File: config.mk
export PLATFORM = sky130hd
export DESIGN_NAME = rgcm_fifo
export DESIGN_NICKNAME = d
export VERILOG_FILES = /design/src/rtl/rgcm_pkg.sv /design/src/rtl/rgcm_fifo.sv
export SDC_FILE = /design/constraint.sdc
export NUM_CORES = 1
export LEC_CHECK = 0
export BUFFER_PORTS_ARGS = -buffer_cell sky130_fd_sc_hd__buf_4
export CAP_MARGIN = 0
export CORE_UTILIZATION = 55
export DETAILED_ROUTE_END_ITERATION = 12
export PLACE_DENSITY = 0.77
export RECOVER_POWER = 100
export SLEW_MARGIN = 20
export SYNTH_ARGS = -nofsm -noshare
export SYNTH_HDL_FRONTEND = slang
export SYNTH_SLANG_ARGS = --single-unit
File: constraint.sdc
create_clock -name clk_i -period 2.9 [get_ports clk_i]
set_input_delay 0.435 -clock clk_i [delete_from_list [all_inputs] [get_ports clk_i]]
set_output_delay 0.435 -clock clk_i [all_outputs]
set_load 0.01 [all_outputs]
File: src/rtl/rgcm_pkg.sv
// shared types, constants and the cost table of the rotated grid cost merge
package rgcm_pkg;

  // default sizes of the semantic grid
  localparam int unsigned GRID_ENTRIES_DEF = 65536;
  localparam int unsigned GRID_DIM_MAX_DEF = 256;

  // width of a linear grid address before the modulo (511 * 511 + 510 fits)
  localparam int unsigned ADDR_VAL_W = 18;

  // depth of the queue between front and back
  localparam int unsigned FIFO_DEPTH = 4;

  // accept edge to result strobe edge, no stall
  localparam int unsigned PIPE_LATENCY = 13;

  // cost codes
  localparam logic [7:0] COST_LETHAL  = 8'd254;
  localparam logic [7:0] COST_UNKNOWN = 8'd255;
  localparam int         CLASS_FULL   = 100;

  // configuration register indexes
  typedef enum logic [2:0] {
    REG_LAYER_EN   = 3'd0,
    REG_OFFSET_X   = 3'd1,
    REG_OFFSET_Y   = 3'd2,
    REG_COS_YAW    = 3'd3,
    REG_SIN_YAW    = 3'd4,
    REG_INV_RES    = 3'd5,
    REG_GRID_WIDTH = 3'd6,
    REG_GRID_HEIGHT = 3'd7
  } cfg_reg_e;

  // item opcodes
  typedef enum logic {
    OP_LOAD = 1'b0,
    OP_CELL = 1'b1
  } opcode_e;

  // configuration register set
  typedef struct packed {
    logic               layer_enabled;
    logic signed [31:0] offset_x;
    logic signed [31:0] offset_y;
    logic signed [15:0] cos_yaw;
    logic signed [15:0] sin_yaw;
    logic [24:0]        inv_resolution;
    logic [8:0]         grid_width;
    logic [8:0]         grid_height;
  } cfg_t;

  // payload carried along the front pipeline
  typedef struct packed {
    logic        is_load;
    logic [15:0] load_addr;
    logic [7:0]  load_value;
    logic [7:0]  old_cost;
    logic [15:0] col;
    logic [15:0] row;
  } pay_t;

  // classified item handed from front to back
  typedef struct packed {
    logic        is_load;
    logic        hit;
    logic [7:0]  load_value;
    logic [7:0]  old_cost;
    logic [15:0] col;
    logic [15:0] row;
  } item_t;

  // cost of a semantic class, indexed by the low seven bits of a positive entry
  typedef logic [7:0] cost_lut_t [128];

  function automatic cost_lut_t build_cost_lut();
    cost_lut_t lut;
    for (int i = 0; i < 128; i++) begin
      if (i < CLASS_FULL) begin
        lut[i] = 8'((i * int'(COST_LETHAL)) / CLASS_FULL);
      end else begin
        lut[i] = COST_LETHAL;
      end
    end
    return lut;
  endfunction

  localparam cost_lut_t COST_LUT = build_cost_lut();

endpackage

File: src/rtl/rgcm_fifo.sv
// short queue between the front and back of the cost merge
module rgcm_fifo import rgcm_pkg::*; #(
  parameter int unsigned W     = 8,
  parameter int unsigned DEPTH = FIFO_DEPTH
) (
  input  logic         clk_i,
  input  logic         rst_ni,
  input  logic         push_i,
  input  logic [W-1:0] wr_data_i,
  input  logic         pop_i,
  output logic [W-1:0] rd_data_o,
  output logic         empty_o,
  output logic         full_o
);

  localparam int unsigned PW = (DEPTH > 1) ? $clog2(DEPTH) : 1;
  localparam int unsigned CW = $clog2(DEPTH + 1);

  logic [W-1:0]  mem_q [DEPTH];
  logic [PW-1:0] wr_ptr_q, rd_ptr_q;
  logic [CW-1:0] count_q;
  logic          do_push, do_pop;

  assign empty_o   = (count_q == '0);
  assign full_o    = (count_q == CW'(DEPTH));
  assign do_push   = push_i && !full_o;
  assign do_pop    = pop_i && !empty_o;
  assign rd_data_o = mem_q[rd_ptr_q];

  // storage
  always_ff @(posedge clk_i) begin
    if (do_push) begin
      mem_q[wr_ptr_q] <= wr_data_i;
    end
  end

  // pointers and fill count
  always_ff @(posedge clk_i or negedge rst_ni) begin
    if (!rst_ni) begin
      wr_ptr_q <= '0;
      rd_ptr_q <= '0;
      count_q  <= '0;
    end else begin
      if (do_push) begin
        wr_ptr_q <= (wr_ptr_q == PW'(DEPTH - 1)) ? '0 : wr_ptr_q + 1'b1;
      end
      if (do_pop) begin
        rd_ptr_q <= (rd_ptr_q == PW'(DEPTH - 1)) ? '0 : rd_ptr_q + 1'b1;
      end
      if (do_push && !do_pop) begin
        count_q <= count_q + 1'b1;
      end else if (do_pop && !do_push) begin
        count_q <= count_q - 1'b1;
      end
    end
  end

endmodule

==> impl_metrics.json <==
{
  "outcome": "finished, final reports clean",
  "final_antenna_net_count": 0,
  "mostFrequentLayoutCells": "32 x sky130_fd_sc_hd__edfxtp_1, 20 x sky130_fd_sc_hd__clkbuf_1, 8 x sky130_fd_sc_hd__mux4_2",
  "max-slew-margin-rel": 0.570,
  "number_of_design_rule_violations_left_after_detail_routing": 0,
  "timing_worst_slew_pin_value_ns": 0.644,
  "synth-adder-area-share": 0.0587,
  "fin_tns_setup_ns": 0,
  "worstRegToRegCells": 8,
  "portBuffers": 21,
  "finalHoldWorstSlack_ns": 0.356,
  "crit-reg2reg-launch": "count_q[2]$_DFFE_PN0P_",
  "first_global_vias": 847,
  "hold_endpoint": "mem_q[1][7]$_DFFE_PP_",
  "overflow": 0,
  "worst_r2r_endpoint": "count_q[2]$_DFFE_PN0P_",
  "vias_per_cell": 5.50,
  "gpl.final_weighted_congestion": 0.680,
  "layout_commonest_cell": "sky130_fd_sc_hd__edfxtp_1",
  "largest_fanout_of_any_net_on_the_critical_path": 11,
  "synth_top_area_share": 0.593,
  "timing.hold.worst_path_depth": 1,
  "maxClockFrequency_mhz": 447,
  "grt_pass1_wl_mm": 4.03,
  "synth_simple_gate_area_share": 0.0541,
  "boundaryPins": 22,
  "ctsRootBufferMaster": "sky130_fd_sc_hd__clkbuf_4",
  "final_min_period_over_clock_period": 0.771,
  "final-max-slew-violation-count": 0,
  "die-area_mm2": 0.00317,
  "stdcell_count": 137,
  "clkSinkCount": 39,
  "synthesis.yosys.warnings": 0,
  "core_area_mm2": 0.00278,
  "ff2ff_setup_slack_ns": 0.75,
  "netlist_instances": 79,
  "static-leakage-power_nw": 0.616,
  "post_synthesis_compound_gate_area_fraction": 0,
  "cts_tree": "built",
  "fraction_of_the_yosys_area_taken_by_sequential_cells": 0.701,
  "die_width_um": 56.3,
  "cts_buffers": 5,
  "drive_above_1_share": 0.189,
  "min_from": "wr_data_i[7]",
  "fin_nets": 124,
  "rows": 19,
  "clock_tree.buffer_depth": 2,
  "synthesis.area_mm2": 0.00162,
  "path_class": "reg -> out",
  "postSynthAreaPerCell_um2": 20.5,
  "hpwlAfterDp_mm": 1.64,
  "initial_core_utilization": 0.583,
  "crit_path_end_kind": "primary output",
  "route.final.wire_length_mm": 2.38,
  "post-place-cells": 128,
  "pwr_density_cell_mw_per_mm2": 943,
  "firstDrtPassIters": 4,
  "syn_nets": 98,
  "post_dp_cell_area_mm2": 0.00180,
  "vias": 754,
  "final-hold-violation-count": 0,
  "synth_xor_xnor_area_share": 0.0162,
  "layout.cell_area.non_filler_mm2": 0.00176,
  "netlist-cell-type-count": 19,
  "die_h_um": 56.3,
  "clk_pin_slew_worst_paths_ns": 0.10,
  "netlist.top_cell.by_area": "sky130_fd_sc_hd__edfxtp_1",
  "required_ns": 2.47,
  "syn2layout_area_growth_pct": 8.73,
  "drv_cap": 0,
  "dominant_combinational_cell_family_by_area_after_synthesis": "multiplexers",
  "setup_violations": 0,
  "number_of_synthesized_register_bits": 39,
  "clkLatencyLatePin_ns": 0.34,
  "post_drt_wl_per_cell_um": 17.4,
  "number_of_antenna_violations_at_the_first_check_in_global_routing": 0,
  "data_arrival_time_of_the_critical_path_ns": 1.80,
  "synth_top_cells_by_area": "sky130_fd_sc_hd__edfxtp_1 59%, sky130_fd_sc_hd__mux4_2 11%, sky130_fd_sc_hd__dfrtp_1 11%",
  "worst_setup_path_start_kind": "flip-flop",
  "min-delay-path-class": "in -> reg",
  "post-route-min-period_ns": 2.24,
  "ir_worst_vdd_uv": 865,
  "drt-initial-drc-count": 18,
  "grt_setup_unrepaired": "false",
  "power.total_mw": 1.66,
  "grt_max_degree": 12,
  "overall_global_routing_resource_usage": 0.184,
  "insertedDiodeCount": 0,
  "post_synth_mux_area_share": 0.151,
  "worst_clock_skew_ns": 0.00338,
  "cts_htree_levels": 2
}
## stage by stage
stage	worst slack, ns	utilization
CTS	0.591	0.667
floorplan	0.836	-
detailed placement	0.904	0.646
finish	0.663	0.633
global route	0.519	0.633
global placement	0.946	0.646
## worst max-delay path by stage
stage,from,end
CTS,rd_ptr_q[0]$_DFFE_PN0P_,rd_data_o[4]
finish,rd_ptr_q[0]$_DFFE_PN0P_,rd_data_o[4]
detailed placement,count_q[2]$_DFFE_PN0P_,count_q[2]$_DFFE_PN0P_
global route,rd_ptr_q[0]$_DFFE_PN0P_,rd_data_o[3]
floorplan,count_q[0]$_DFFE_PN0P_,count_q[2]$_DFFE_PN0P_
global placement,count_q[1]$_DFFE_PN0P_,count_q[2]$_DFFE_PN0P_
## power breakdown
part	switching [mW]	internal, mW
Combinational	0.247	0.279
Clock	0.160	0.0898
Sequential	0.126	0.759
Total	0.533	1.13
## cells by family (layout without fill, tap and decap cells)
group,Yosys count,after routing
simple gates,11,11
flops,39,39
mux,13,13
fa+ha+maj,7,7
buf+inv,6,33
xor+xnor,3,3
## routing by layer
layer  part of all wire  wire [um]  GRT usage
met5                  0          0          0
met4              0.018         44     0.0627
met3              0.048        114     0.0783
met2               0.49       1160      0.286
met1               0.44       1060      0.236
## cell type report
type                            instances  area [um^2]
Fill cell                             211         1020
Timing Repair Buffer                   22         96.3
Multi-Input combinational cell         34          430
Inverter                                3         11.3
Clock buffer                            6         41.3
Clock inverter                          2         7.51
Sequential cell                        39         1140
Tap cell                               31         38.8
## worst max-delay path, cell delays in order (launching register included)
cell and delay [ns]:
sky130_fd_sc_hd__dfrtp_1 0.73, sky130_fd_sc_hd__mux4_2 0.59, sky130_fd_sc_hd__clkbuf_1 0.14
## timing repair
item,CTS,global route
hold buffers,1,0
buffers inserted,0,0
hold endpoints to repair,7,0
resized for setup,0,0
## sequential cells by signal, summed over array words and instances (netlist names)
| name | flops |
|---|---|
| rd_ptr_q | 2 |
| count_q | 3 |
| mem_q | 32 |
| wr_ptr_q | 2 |
## cells in the mapped netlist (all sizes together)
cell type	count
mux4	8
nor2	3
buf	3
nand2b	1
inv	3
dfrtp	7
nor2b	1
fa	1
mux2	5
and2	4
nor3	1
ha	6
xor2	2
xnor2	1
edfxtp	32
nor3b	1
No activity file was read; power rests on OpenSTA's default activity.
